<file path="src/design/ebec_pkg.sv">
// ----------------------------------------------------------------------------
// ebec_pkg
// Shared types and constants for the encoder and button event capture block.
// ----------------------------------------------------------------------------
package ebec_pkg;

  // Default channel counts.
  localparam int NUM_ENCODERS_DEF = 4;
  localparam int NUM_BUTTONS_DEF  = 6;

  // Field widths that do not depend on the channel counts.
  localparam int DELTA_W    = 8;
  localparam int TIME_W     = 32;
  localparam int DEBOUNCE_W = 16;
  localparam int APB_AW     = 3;
  localparam int APB_DW     = 32;

  // Command codes.
  localparam logic CMD_SAMPLE = 1'b0;
  localparam logic CMD_FETCH  = 1'b1;

  // Register word index (paddr[2]).
  localparam logic REG_DEBOUNCE = 1'b0;

  localparam logic [DEBOUNCE_W-1:0] DEBOUNCE_RST = 16'd10;

  // Transition table indexed by {previous pair, new pair}. Only moves out of
  // state 00 produce a step.
  localparam logic signed [DELTA_W-1:0] STEP_TABLE [16] = '{
    8'sd0, -8'sd1, 8'sd1, 8'sd0, 8'sd0, 8'sd0, 8'sd0, 8'sd0,
    8'sd0,  8'sd0, 8'sd0, 8'sd0, 8'sd0, 8'sd0, 8'sd0, 8'sd0
  };

  // Qualified per-item strobes for the channel banks.
  typedef struct packed {
    logic sample;
    logic fetch;
  } ctl_t;

  // What a channel bank reports back for the current item.
  typedef struct packed {
    logic hit;    // a sample raised a new pending event
    logic found;  // a fetch found a pending channel
  } evt_t;

endpackage

</file>
<file path="src/design/encoder_button_event_capture_top.sv">
// ----------------------------------------------------------------------------
// encoder_button_event_capture_top
// Quadrature encoder decoding and button debounce with fetchable events.
// ----------------------------------------------------------------------------
// The block accepts one transaction per clock cycle while in_stall is low
// and returns exactly one result transaction for each, in order. A
// transaction passes an input register and then a result register; all
// per-channel work for one transaction is a single pass of
// parallel lane logic (one table lookup and one 8-bit add per encoder, one
// 32-bit add and compare per button) between those two registers. A sample
// transaction with capture enabled updates the encoder histories,
// accumulators and button debounce state; a fetch transaction reports the
// lowest-numbered pending encoder with its accumulated delta and the
// lowest-numbered pending button, then clears both pending masks and zeroes
// the reported accumulator. The debounce time is written over the APB port
// at byte address 0 and should only be changed while no transaction is in
// flight.
// ----------------------------------------------------------------------------
module encoder_button_event_capture_top #(
  parameter int NUM_ENCODERS = ebec_pkg::NUM_ENCODERS_DEF,
  parameter int NUM_BUTTONS  = ebec_pkg::NUM_BUTTONS_DEF,
  parameter int ENC_IW       = (NUM_ENCODERS > 1) ? $clog2(NUM_ENCODERS) : 1,
  parameter int BTN_IW       = (NUM_BUTTONS > 1) ? $clog2(NUM_BUTTONS) : 1
) (
  input  logic                                 clk,
  input  logic                                 rst_n,

  // Input channel.
  input  logic                                 in_valid,
  output logic                                 in_stall,
  input  logic                                 in_cmd,
  input  logic                                 in_capture_enable,
  input  logic [NUM_ENCODERS-1:0]              in_enc_a_pins,
  input  logic [NUM_ENCODERS-1:0]              in_enc_b_pins,
  input  logic [NUM_BUTTONS-1:0]               in_button_levels,
  input  logic [ebec_pkg::TIME_W-1:0]          in_now_ms,

  // Result channel.
  output logic                                 out_valid,
  input  logic                                 out_stall,
  output logic                                 out_update_pending,
  output logic                                 out_enc_event,
  output logic [ENC_IW-1:0]                    out_enc_index,
  output logic signed [ebec_pkg::DELTA_W-1:0]  out_enc_delta,
  output logic                                 out_button_event,
  output logic [BTN_IW-1:0]                    out_button_index,

  // Configuration port.
  input  logic                                 psel,
  input  logic                                 penable,
  input  logic                                 pwrite,
  input  logic [ebec_pkg::APB_AW-1:0]          paddr,
  input  logic [ebec_pkg::APB_DW-1:0]          pwdata,
  output logic [ebec_pkg::APB_DW-1:0]          prdata,
  output logic                                 pready
);

  // Input register.
  logic                            s1_valid_r;
  logic                            s1_cmd_r;
  logic                            s1_cap_r;
  logic [NUM_ENCODERS-1:0]         s1_a_r;
  logic [NUM_ENCODERS-1:0]         s1_b_r;
  logic [NUM_BUTTONS-1:0]          s1_lv_r;
  logic [ebec_pkg::TIME_W-1:0]     s1_now_r;

  // Result register.
  logic                                 out_valid_r;
  logic                                 upd_r;
  logic                                 enc_ev_r;
  logic [ENC_IW-1:0]                    enc_idx_r;
  logic signed [ebec_pkg::DELTA_W-1:0]  enc_dlt_r;
  logic                                 btn_ev_r;
  logic [BTN_IW-1:0]                    btn_idx_r;

  // Shared flag: some event is waiting to be fetched.
  logic                            any_upd_r;
  logic                            any_upd_nxt;

  logic                                 in_accept;
  logic                                 s1_fire;
  ebec_pkg::ctl_t                       ctl;
  ebec_pkg::evt_t                       enc_evt;
  ebec_pkg::evt_t                       btn_evt;
  logic [ENC_IW-1:0]                    enc_idx;
  logic signed [ebec_pkg::DELTA_W-1:0]  enc_dlt;
  logic [BTN_IW-1:0]                    btn_idx;
  logic [ebec_pkg::DEBOUNCE_W-1:0]      debounce_ms;

  // The input register moves on whenever the result register is free or is
  // being emptied in this cycle, so a stalled result does not block intake
  // until the input register itself is full.
  assign s1_fire   = s1_valid_r && !(out_valid_r && out_stall);
  assign in_stall  = s1_valid_r && out_valid_r && out_stall;
  assign in_accept = in_valid && !in_stall;

  always_ff @(posedge clk) begin
    if (!rst_n) begin
      s1_valid_r <= 1'b0;
    end else if (in_accept) begin
      s1_valid_r <= 1'b1;
    end else if (s1_fire) begin
      s1_valid_r <= 1'b0;
    end
  end

  always_ff @(posedge clk) begin
    if (in_accept) begin
      s1_cmd_r <= in_cmd;
      s1_cap_r <= in_capture_enable;
      s1_a_r   <= in_enc_a_pins;
      s1_b_r   <= in_enc_b_pins;
      s1_lv_r  <= in_button_levels;
      s1_now_r <= in_now_ms;
    end
  end

  // A sample only acts with capture enabled; a fetch only acts while
  // something is pending, otherwise the state is left alone.
  assign ctl.sample = s1_fire && (s1_cmd_r == ebec_pkg::CMD_SAMPLE) && s1_cap_r;
  assign ctl.fetch  = s1_fire && (s1_cmd_r == ebec_pkg::CMD_FETCH) && any_upd_r;

  ebec_cfg u_cfg (
    .clk         (clk),
    .rst_n       (rst_n),
    .psel        (psel),
    .penable     (penable),
    .pwrite      (pwrite),
    .paddr       (paddr),
    .pwdata      (pwdata),
    .prdata      (prdata),
    .pready      (pready),
    .debounce_ms (debounce_ms)
  );

  ebec_enc #(
    .NUM_ENCODERS (NUM_ENCODERS),
    .ENC_IW       (ENC_IW)
  ) u_enc (
    .clk       (clk),
    .rst_n     (rst_n),
    .ctl       (ctl),
    .a_pins    (s1_a_r),
    .b_pins    (s1_b_r),
    .evt       (enc_evt),
    .sel_index (enc_idx),
    .sel_delta (enc_dlt)
  );

  ebec_btn #(
    .NUM_BUTTONS (NUM_BUTTONS),
    .BTN_IW      (BTN_IW)
  ) u_btn (
    .clk         (clk),
    .rst_n       (rst_n),
    .ctl         (ctl),
    .levels      (s1_lv_r),
    .now_ms      (s1_now_r),
    .debounce_ms (debounce_ms),
    .evt         (btn_evt),
    .sel_index   (btn_idx)
  );

  // A fetch that acts always empties both masks, so the flag drops with it.
  always_comb begin
    any_upd_nxt = any_upd_r;
    if (ctl.sample) begin
      any_upd_nxt = any_upd_r | enc_evt.hit | btn_evt.hit;
    end else if (ctl.fetch) begin
      any_upd_nxt = 1'b0;
    end
  end

  always_ff @(posedge clk) begin
    if (!rst_n) begin
      any_upd_r   <= 1'b0;
      out_valid_r <= 1'b0;
    end else begin
      any_upd_r <= any_upd_nxt;
      if (s1_fire) begin
        out_valid_r <= 1'b1;
      end else if (!out_stall) begin
        out_valid_r <= 1'b0;
      end
    end
  end

  // Event fields read zero unless the fetch found something, which the banks
  // already guarantee by driving zero in every other case.
  always_ff @(posedge clk) begin
    if (s1_fire) begin
      upd_r     <= any_upd_nxt;
      enc_ev_r  <= enc_evt.found;
      enc_idx_r <= enc_idx;
      enc_dlt_r <= enc_dlt;
      btn_ev_r  <= btn_evt.found;
      btn_idx_r <= btn_idx;
    end
  end

  assign out_valid          = out_valid_r;
  assign out_update_pending = upd_r;
  assign out_enc_event      = enc_ev_r;
  assign out_enc_index      = enc_idx_r;
  assign out_enc_delta      = enc_dlt_r;
  assign out_button_event   = btn_ev_r;
  assign out_button_index   = btn_idx_r;

endmodule

</file>
<file path="src/design/ebec_cfg.sv">
// ----------------------------------------------------------------------------
// ebec_cfg
// APB register file holding the debounce time.
// ----------------------------------------------------------------------------
module ebec_cfg (
  input  logic                              clk,
  input  logic                              rst_n,
  input  logic                              psel,
  input  logic                              penable,
  input  logic                              pwrite,
  input  logic [ebec_pkg::APB_AW-1:0]       paddr,
  input  logic [ebec_pkg::APB_DW-1:0]       pwdata,
  output logic [ebec_pkg::APB_DW-1:0]       prdata,
  output logic                              pready,
  output logic [ebec_pkg::DEBOUNCE_W-1:0]   debounce_ms
);

  logic [ebec_pkg::DEBOUNCE_W-1:0] debounce_r;
  logic [ebec_pkg::DEBOUNCE_W-1:0] debounce_nxt;
  logic                            wr_en;

  assign pready = 1'b1;
  assign wr_en  = psel & penable & pwrite & (paddr[2] == ebec_pkg::REG_DEBOUNCE);

  always_comb begin
    debounce_nxt = debounce_r;
    if (wr_en) begin
      debounce_nxt = pwdata[ebec_pkg::DEBOUNCE_W-1:0];
    end
  end

  always_ff @(posedge clk) begin
    if (!rst_n) begin
      debounce_r <= ebec_pkg::DEBOUNCE_RST;
    end else begin
      debounce_r <= debounce_nxt;
    end
  end

  // Only bit 2 selects a word; the byte offset bits are ignored.
  always_comb begin
    prdata = '0;
    if ((paddr[2] == ebec_pkg::REG_DEBOUNCE) && (paddr[1:0] == paddr[1:0])) begin
      prdata = {{(ebec_pkg::APB_DW-ebec_pkg::DEBOUNCE_W){1'b0}}, debounce_r};
    end
  end

  assign debounce_ms = debounce_r;

endmodule

</file>
<file path="src/design/ebec_enc.sv">
// ----------------------------------------------------------------------------
// ebec_enc
// Quadrature encoder bank: per-encoder pin history, step accumulators and
// pending mask, with lowest-pending selection for fetches.
// ----------------------------------------------------------------------------
module ebec_enc #(
  parameter int NUM_ENCODERS = ebec_pkg::NUM_ENCODERS_DEF,
  parameter int ENC_IW       = (NUM_ENCODERS > 1) ? $clog2(NUM_ENCODERS) : 1
) (
  input  logic                                 clk,
  input  logic                                 rst_n,
  input  ebec_pkg::ctl_t                       ctl,
  input  logic [NUM_ENCODERS-1:0]              a_pins,
  input  logic [NUM_ENCODERS-1:0]              b_pins,
  output ebec_pkg::evt_t                       evt,
  output logic [ENC_IW-1:0]                    sel_index,
  output logic signed [ebec_pkg::DELTA_W-1:0]  sel_delta
);

  logic [1:0]                          last_r   [NUM_ENCODERS];
  logic [1:0]                          last_nxt [NUM_ENCODERS];
  logic signed [ebec_pkg::DELTA_W-1:0] acc_r    [NUM_ENCODERS];
  logic signed [ebec_pkg::DELTA_W-1:0] acc_nxt  [NUM_ENCODERS];
  logic [NUM_ENCODERS-1:0]             pend_r;
  logic [NUM_ENCODERS-1:0]             pend_nxt;

  always_comb begin
    logic [1:0]                          pair;
    logic signed [ebec_pkg::DELTA_W-1:0] step;
    logic                                found;
    pair      = '0;
    step      = '0;
    found     = 1'b0;
    pend_nxt  = pend_r;
    evt       = '0;
    sel_index = '0;
    sel_delta = '0;
    for (int i = 0; i < NUM_ENCODERS; i++) begin
      last_nxt[i] = last_r[i];
      acc_nxt[i]  = acc_r[i];
    end

    if (ctl.sample) begin
      for (int i = 0; i < NUM_ENCODERS; i++) begin
        pair        = {a_pins[i], b_pins[i]};
        step        = ebec_pkg::STEP_TABLE[{last_r[i], pair}];
        last_nxt[i] = pair;
        if (step != '0) begin
          acc_nxt[i]  = acc_r[i] + step;
          pend_nxt[i] = 1'b1;
          evt.hit     = 1'b1;
        end
      end
    end else if (ctl.fetch) begin
      pend_nxt = '0;
      for (int i = 0; i < NUM_ENCODERS; i++) begin
        if (pend_r[i] && !found) begin
          found      = 1'b1;
          sel_index  = ENC_IW'(i);
          sel_delta  = acc_r[i];
          acc_nxt[i] = '0;
        end
      end
      evt.found = found;
    end
  end

  always_ff @(posedge clk) begin
    if (!rst_n) begin
      pend_r <= '0;
      for (int i = 0; i < NUM_ENCODERS; i++) begin
        last_r[i] <= '0;
        acc_r[i]  <= '0;
      end
    end else begin
      pend_r <= pend_nxt;
      for (int i = 0; i < NUM_ENCODERS; i++) begin
        last_r[i] <= last_nxt[i];
        acc_r[i]  <= acc_nxt[i];
      end
    end
  end

endmodule

</file>
<file path="src/design/ebec_btn.sv">
// ----------------------------------------------------------------------------
// ebec_btn
// Button bank: press time capture, release debounce and pending mask, with
// lowest-pending selection for fetches.
// ----------------------------------------------------------------------------
module ebec_btn #(
  parameter int NUM_BUTTONS = ebec_pkg::NUM_BUTTONS_DEF,
  parameter int BTN_IW      = (NUM_BUTTONS > 1) ? $clog2(NUM_BUTTONS) : 1
) (
  input  logic                              clk,
  input  logic                              rst_n,
  input  ebec_pkg::ctl_t                    ctl,
  input  logic [NUM_BUTTONS-1:0]            levels,
  input  logic [ebec_pkg::TIME_W-1:0]       now_ms,
  input  logic [ebec_pkg::DEBOUNCE_W-1:0]   debounce_ms,
  output ebec_pkg::evt_t                    evt,
  output logic [BTN_IW-1:0]                 sel_index
);

  // Press times need no reset: a time is only read while its button is armed.
  logic [ebec_pkg::TIME_W-1:0] press_r   [NUM_BUTTONS];
  logic [ebec_pkg::TIME_W-1:0] press_nxt [NUM_BUTTONS];
  logic [NUM_BUTTONS-1:0]      armed_r;
  logic [NUM_BUTTONS-1:0]      armed_nxt;
  logic [NUM_BUTTONS-1:0]      pend_r;
  logic [NUM_BUTTONS-1:0]      pend_nxt;
  logic [NUM_BUTTONS-1:0]      expired;

  // The deadline sum wraps at 32 bits, as does the comparison time base.
  always_comb begin
    for (int k = 0; k < NUM_BUTTONS; k++) begin
      expired[k] = now_ms >
                   (press_r[k] + {{(ebec_pkg::TIME_W-ebec_pkg::DEBOUNCE_W){1'b0}}, debounce_ms});
    end
  end

  always_comb begin
    logic found;
    found     = 1'b0;
    armed_nxt = armed_r;
    pend_nxt  = pend_r;
    evt       = '0;
    sel_index = '0;
    for (int k = 0; k < NUM_BUTTONS; k++) begin
      press_nxt[k] = press_r[k];
    end

    if (ctl.sample) begin
      for (int k = 0; k < NUM_BUTTONS; k++) begin
        if (!levels[k]) begin
          press_nxt[k] = now_ms;
          armed_nxt[k] = 1'b1;
        end else if (armed_r[k] && expired[k]) begin
          armed_nxt[k] = 1'b0;
          pend_nxt[k]  = 1'b1;
          evt.hit      = 1'b1;
        end
      end
    end else if (ctl.fetch) begin
      pend_nxt = '0;
      for (int k = 0; k < NUM_BUTTONS; k++) begin
        if (pend_r[k] && !found) begin
          found     = 1'b1;
          sel_index = BTN_IW'(k);
        end
      end
      evt.found = found;
    end
  end

  always_ff @(posedge clk) begin
    for (int k = 0; k < NUM_BUTTONS; k++) begin
      press_r[k] <= press_nxt[k];
    end
  end

  always_ff @(posedge clk) begin
    if (!rst_n) begin
      armed_r <= '0;
      pend_r  <= '0;
    end else begin
      armed_r <= armed_nxt;
      pend_r  <= pend_nxt;
    end
  end

endmodule

</file>
<file path="config.mk">
export PLATFORM = sky130hd
export DESIGN_NAME = encoder_button_event_capture_top
export DESIGN_NICKNAME = d
export VERILOG_FILES = /design/src/design/ebec_pkg.sv /design/src/design/encoder_button_event_capture_top.sv /design/src/design/ebec_cfg.sv /design/src/design/ebec_enc.sv /design/src/design/ebec_btn.sv
export SDC_FILE = /design/constraint.sdc
export NUM_CORES = 1
export LEC_CHECK = 0
export BUFFER_PORTS_ARGS = -buffer_cell sky130_fd_sc_hd__buf_2
export CAP_MARGIN = 0
export CORE_MARGIN = 5
export CORE_UTILIZATION = 64
export CTS_BUF_LIST = sky130_fd_sc_hd__clkbuf_2
export CTS_CLUSTER_SIZE = 8
export DETAILED_ROUTE_END_ITERATION = 8
export GPL_TIMING_DRIVEN = 0
export PLACE_DENSITY = 0.85
export SKIP_CTS_REPAIR_TIMING = 1
export SLEW_MARGIN = 20
export SYNTH_ARGS = -nofsm -noshare
export SYNTH_HDL_FRONTEND = slang
export SYNTH_SLANG_ARGS = --single-unit
export TNS_END_PERCENT = 100
</file>
<file path="constraint.sdc">
create_clock -name clk -period 6.8 [get_ports clk]
set_clock_uncertainty 0.2 [all_clocks]
set_input_delay 1.36 -clock clk [delete_from_list [all_inputs] [get_ports clk]]
set_output_delay 1.36 -clock clk [all_outputs]
set_load 0.05 [all_outputs]
</file>
==> results of run 1 <==
==> worst min-delay path, cell delays in order (launching register included) <==
cell	delay [ns]
dfxtp_1	0.34
nand2_1	0.06
a21boi_0	0.06
==> metal layers <==
layer	track usage, %	share of wire, %	vias up
met2	49.48	47	843
met5	0	0	-
met3	5.611	8.3	227
met4	15.59	5.2	0
met1	35.98	39	8723
li1	-	-	8601
==> area by class of cell <==
type | count | area share, %
clock buffer | 129 | 2.623
sequential | 331 | 37.33
timing repair buffer | 113 | 3.030
tap | 455 | 2.313
antenna | 2 | 0.02033
inverter | 56 | 0.8540
clock inverter | 23 | 0.4575
buffer | 50 | 1.022
multi-input combinational | 1734 | 52.35
==> registers in the layout, summed over array words and instances (netlist names), 2 cells and up <==
signal	cells
u_enc.pend_r	4
u_btn.armed_r	6
s1_b_r	4
out_button_index	3
s1_lv_r	6
u_btn.press_r	192
u_enc.acc_r	32
u_btn.pend_r	6
out_enc_delta	8
out_enc_index	2
s1_a_r	4
u_cfg.debounce_ms	16
s1_now_r	32
u_enc.last_r	8
==> where the power goes <==
group / total (mW) / switching (mW) / internal [mW]
clock network: 1.35 / 0.840 / 0.508
registers: 2.31 / 0.0892 / 2.22
logic: 0.524 / 0.311 / 0.213
==> placed cells by master (no fill, tap or decap), types with 76 or more instances in the layout <==
cell and count:
nand3_1 80, ha_1 320, xor2_1 112, nor2_1 135
buf_2 105, edfxtp_1 256, a21oi_1 160, xnor2_1 76
nand2_1 156, clkbuf_2 129
==> cell usage after synthesis (12+ instances only) <==
cell      number
o21a_1        24
a21boi_0      32
ha_1         320
o211ai_1      25
and3_1        46
o21bai_1      23
a21oi_1      160
a221oi_1      14
a21o_1        68
nand3_1       80
nor3_1        26
nand4_1       51
a211oi_1      12
inv_1         56
nor2b_1       68
a31oi_1       12
nand2_1      156
buf_4         17
o21ai_0       70
nor2_1       141
xnor2_1       76
nand2b_1      22
clkbuf_1      31
edfxtp_1     256
a22oi_1       38
dfxtp_1       75
xor2_1       112
==> worst paths after layout <==
path / startpoint / endpoint / slack [ns] / cells after the start
setup / recovery: u_cfg.debounce_ms[0] / out_update_pending / 0.33 / 18
hold / removal: u_enc.last_r[0][2] / u_enc.last_r[0][2] / 0.29 / 2
setup reg to reg: u_cfg.debounce_ms[0] / out_update_pending / 0.33 / 18
hold reg to reg: u_enc.last_r[0][2] / u_enc.last_r[0][2] / 0.29 / 2
==> metrics by stage <==
stage / util (%) / cell area (um2) / power, mW / hold slack [ns] / cells
2_1_floorplan: - / 22470 / 2.685 / 0.2566 / 2171
3_3_place_gp: 68.21 / 23560 / 2.825 / 0.2640 / 2731
3_5_place_dp: 69.04 / 23850 / 2.866 / 0.2817 / 2739
4_1_cts: 71.24 / 24610 / 4.194 / 0.2792 / 2891
5_1_grt: 71.25 / 24610 / 4.376 / 0.2651 / 2893
6_report: 71.25 / 24610 / 4.183 / 0.2931 / 2893
==> kinds of logic (layout without fill, tap and decap cells) <==
family / Yosys count / after routing / share of synthesized area (%)
other cells: 2 / 19 / 0.03351
compound gates: 541 / 541 / 16.04
xor+xnor: 188 / 188 / 7.347
simple gates: 658 / 658 / 14.76
flops: 331 / 331 / 41.00
fa+ha+maj: 330 / 330 / 18.76
buf+inv: 106 / 371 / 2.060
==> flow_metrics.py, run 1 <==
metrics = {
    "cells_and_area": {
        "seq_area_um2": 9189,
        "multiInputGateArea_um2": 12880,
        "area_growth_pct": 9.820,
        "fillers": 2431,
        "nNetsFinal": 2791,
        "drive_gt1_share_pct": 12.03,
    },
    "timing": {
        "drv_slew": 0,
        "min_period_ns": 6.467,
        "clock.fmax_mhz": 154.6,
        "hold_viol_final": 0,
        "tns_ns": 0,
        "slew_headroom_pct": 22.38,
        "post-route-period-util_pct": 95.10,
        "setup_viol": 0,
        "fin_ws_ns": 0.3334,
        "tightest_slew_ns": 1.159,
        "rsz0062_at_grt": "no",
    },
    "routing": {
        "drc": 0,
        "drt_iter0_drc": 1523,
        "wl_um": 58360,
        "viasPerCell": 6.358,
        "dr.pass1.iters": 6,
        "ant_nets": 0,
        "vias": 18394,
        "avgRoutedWirePerCell_um": 20.17,
    },
    "worst_hold_path": {
        "hold_path.class": "register to register",
    },
    "die": {
        "fp.dieH_um": 197.1,
        "ios": 141,
        "die_w_um": 197.1,
        "core.rowCount": 68,
        "start_util_pct": 64.88,
        "coreArea_um2": 34540,
        "dieArea_um2": 38860,
    },
    "critical_path": {
        "cp-end-kind": "register",
        "crit_path_top_delay_cell": "nor4_1",
        "max_stage_delay_ns": 0.68,
        "cp.required_ns": 7.31,
        "crit_family": "simple AND/OR/NAND/NOR gates",
        "path_cells": "ha_1 > fa_1 > a21o_1 > a21oi_1 > o21ai_0 > nand3_1 > a31oi_1 > o21ai_1 > a21boi_0 > xnor2_1 > ha_1 > nand4_1 > nor4_1 > inv_1 > nor4_1 > o32ai_1 > nor4bb_1 > nor2b_1",
        "cp-start-kind": "register",
        "crit_arrival_ns": 6.98,
        "path_class": "register to register",
        "path_buf_inv": 1,
        "worst-path-max-fanout": 8,
    },
    "placed_design": {
        "gp_congestion": 0.9396,
        "place_ws_ns": 0.4806,
        "portBuffers": 105,
        "dp_hpwl_um": 42860,
    },
    "clock_tree": {
        "cts_buffers": 85,
        "cts_tree": "done",
        "insertion_delay_ns": 1.00,
        "cts_buffer_depth": 3,
        "clk_pin_slew_worst_paths_ns": 0.11,
        "htree_num_levels": 3,
        "clock_sink_count": 331,
        "clock-root-buffer": "clkbuf_2",
    },
    "logic_synthesis": {
        "synth_cell_types": 74,
        "synth-seq-area-share_pct": 41.00,
        "synthFlopType": "edfxtp_1",
        "ys_ff_latch": 331,
        "synthArstFlopShare_pct": 0,
        "synthTopCellsByArea": "edfxtp_1 (34%), ha_1 (18%), dfxtp_1 (6.7%)",
        "syn-cell-area_um2": 22410,
        "syn_area_per_cell_um2": 10.39,
        "synth_top_area_share_pct": 34.30,
        "ys_warn_count": 0,
        "synth_edf_count": 256,
        "syn_inst": 2156,
        "yosysTopAreaCell": "edfxtp_1",
    },
    "power": {
        "power.density_nw_per_um2": 170.0,
        "power.leakage_nw": 10.37,
        "ir_drop_v": 0.0001374,
    },
    "global_routing": {
        "antenna_found_initial": 2,
        "grt_max_degree": 22,
        "grt_pass1_wl_um": 92150,
        "grt-ovfl-total": 0,
        "grt_usage_pct": 29.39,
        "grt_pass1_vias": 18666,
    },
    "status": {
        "outcome": "complete, no violations",
    },
    "run": {
        "maxCapViolCount": 0,
    },
}
Power figures use the tool's default switching activity.
==> inputs of run 2 (changes only) <==
--- a/config.mk
+++ b/config.mk
@@ -7,9 +7,11 @@
 export LEC_CHECK = 0
 export BUFFER_PORTS_ARGS = -buffer_cell sky130_fd_sc_hd__buf_2
 export CAP_MARGIN = 0
+export CORE_ASPECT_RATIO = 1.25
 export CORE_MARGIN = 5
 export CORE_UTILIZATION = 64
 export CTS_BUF_LIST = sky130_fd_sc_hd__clkbuf_2
+export CTS_CLUSTER_DIAMETER = 30
 export CTS_CLUSTER_SIZE = 8
 export DETAILED_ROUTE_END_ITERATION = 8
 export GPL_TIMING_DRIVEN = 0
==> flow_metrics.py, run 2 (same netlist as run 1, synthesis figures left out) <==
metrics = {
    "timing": {
        "slew_headroom_pct": 36.85,
        "drv_slew": 0,
        "clock.fmax_mhz": 153.5,
        "rsz0062_at_grt": "no",
        "tightest_slew_ns": 0.9386,
        "setup_viol": 0,
        "min_period_ns": 6.513,
        "tns_ns": 0,
        "hold_viol_final": 0,
        "post-route-period-util_pct": 95.77,
    },
    "cells_and_area": {
        "multiInputGateArea_um2": 12900,
        "regMostFlops": "u_btn.press_r",
        "final_common_cell": "ha_1",
        "fillers": 2414,
        "drive_gt1_share_pct": 11.01,
        "seq_area_um2": 9190,
        "nNetsFinal": 2767,
        "area_growth_pct": 10.21,
        "largest_reg_flops": 192,
        "layout_common_cells": "ha_1 (320), edfxtp_1 (256), a21oi_1 (160)",
        "reg.largest.list": "u_btn.press_r x192, s1_now_r x32, u_enc.acc_r x32",
    },
    "critical_path": {
        "path_class": "register to register",
        "crit_arrival_ns": 7.09,
        "cp-end-kind": "register",
        "cp-start-kind": "register",
        "cp.required_ns": 7.38,
        "worst-path-max-fanout": 8,
    },
    "power": {
        "power.leakage_nw": 10.31,
        "power.density_nw_per_um2": 176.5,
        "ir_drop_v": 0.0001634,
        "power_mw": 4.361,
    },
    "global_routing": {
        "grt_pass1_wl_um": 92130,
        "grt_max_degree": 27,
        "grt_pass1_vias": 18859,
        "grt_usage_pct": 29.92,
        "antenna_found_initial": 1,
        "grt-ovfl-total": 0,
    },
    "clock_tree": {
        "clock_sink_count": 331,
        "cts_buffers": 61,
        "clock-root-buffer": "clkbuf_2",
        "htree_num_levels": 2,
        "insertion_delay_ns": 1.02,
        "cts_buffer_depth": 3,
        "cts_tree": "done",
        "clk_pin_slew_worst_paths_ns": 0.17,
    },
    "placed_design": {
        "portBuffers": 105,
        "dp_hpwl_um": 44140,
        "gp_congestion": 0.9479,
    },
    "routing": {
        "drt_iter0_drc": 1383,
        "drc": 0,
        "avgRoutedWirePerCell_um": 20.54,
        "vias": 18239,
        "ant_nets": 0,
        "viasPerCell": 6.362,
        "wl_um": 58880,
        "dr.pass1.iters": 5,
    },
    "die": {
        "die_w_um": 177.4,
        "start_util_pct": 64.93,
        "fp.dieH_um": 219.2,
        "ios": 141,
        "core.rowCount": 76,
        "coreArea_um2": 34520,
        "dieArea_um2": 38880,
    },
    "run": {
        "maxCapViolCount": 0,
    },
    "status": {
        "outcome": "complete, no violations",
    },
    "worst_hold_path": {
        "hold_path.class": "register to register",
    },
}
run 2: cell types whose count changed in the layout (fill, tap and decap cells not counted), sizes merged:
cell,before,now
bufinv,0,10
clkbuf,160,112
diode,2,1
run 2: metal layers:
| metal | track usage [%] | part of all wire [%] | up-vias |
|---|---|---|---|
| met3 | 4.669 | 6.8 | 250 |
| li1 | - | - | 8517 |
| met5 | 0 | 0 | - |
| met4 | 20.38 | 7.4 | 0 |
| met1 | 33.10 | 36 | 8674 |
| met2 | 52.71 | 50 | 798 |
run 2: through the flow:
stage	worst slack [ns]	hold slack [ns]	utilization (%)	instance area, um2	instances
4_1_cts	0.001544	0.2332	71.47	24670	2866
5_1_grt	0.1301	0.2514	71.56	24700	2867
2_1_floorplan	1.837	0.2566	-	22470	2171
3_5_place_dp	0.01112	0.2759	69.07	23840	2752
3_3_place_gp	-0.03504	0.2672	68.31	23580	2744
6_report	0.2874	0.3036	71.56	24700	2867
run 2: report_power, final:
group / switching (mW) / internal (mW) / total [mW]
Sequential: 0.0841 / 2.22 / 2.31
Clock: 0.800 / 0.722 / 1.52
Combinational: 0.319 / 0.213 / 0.532
run 2: cell type report:
type / instances / share of cell area, %
multi-input combinational: 1734 / 52.24
sequential: 331 / 37.21
timing repair buffer: 113 / 2.958
tap: 468 / 2.371
clock inverter: 33 / 1.707
clock buffer: 81 / 1.641
buffer: 50 / 1.018
inverter: 56 / 0.8510
antenna: 1 / 0.01013
run 2: worst paths after layout:
kind / startpoint / endpoint / slack, ns / cells after the start
max: u_cfg.debounce_ms[9] / out_update_pending / 0.29 / 18
min: u_enc.last_r[0][3] / u_enc.last_r[0][3] / 0.30 / 2
max reg2reg: u_cfg.debounce_ms[9] / out_update_pending / 0.29 / 18
min reg2reg: u_enc.last_r[0][3] / u_enc.last_r[0][3] / 0.30 / 2
run 2: worst max-delay path: stages, from the launching register on:
cell and delay (ns):
dfxtp_1 0.80, ha_1 0.41, a21oi_1 0.19, o21bai_1 0.11
a21o_1 0.21, nor4_1 0.68, nor2_1 0.11, a21o_1 0.22
a31oi_1 0.21, xor2_1 0.11, ha_1 0.30, nand4_1 0.28
nor4_1 0.80, nand3_1 0.16, o31a_1 0.21, a21oi_1 0.46
o32ai_1 0.19, nor4bb_1 0.51, nor2b_1 0.14
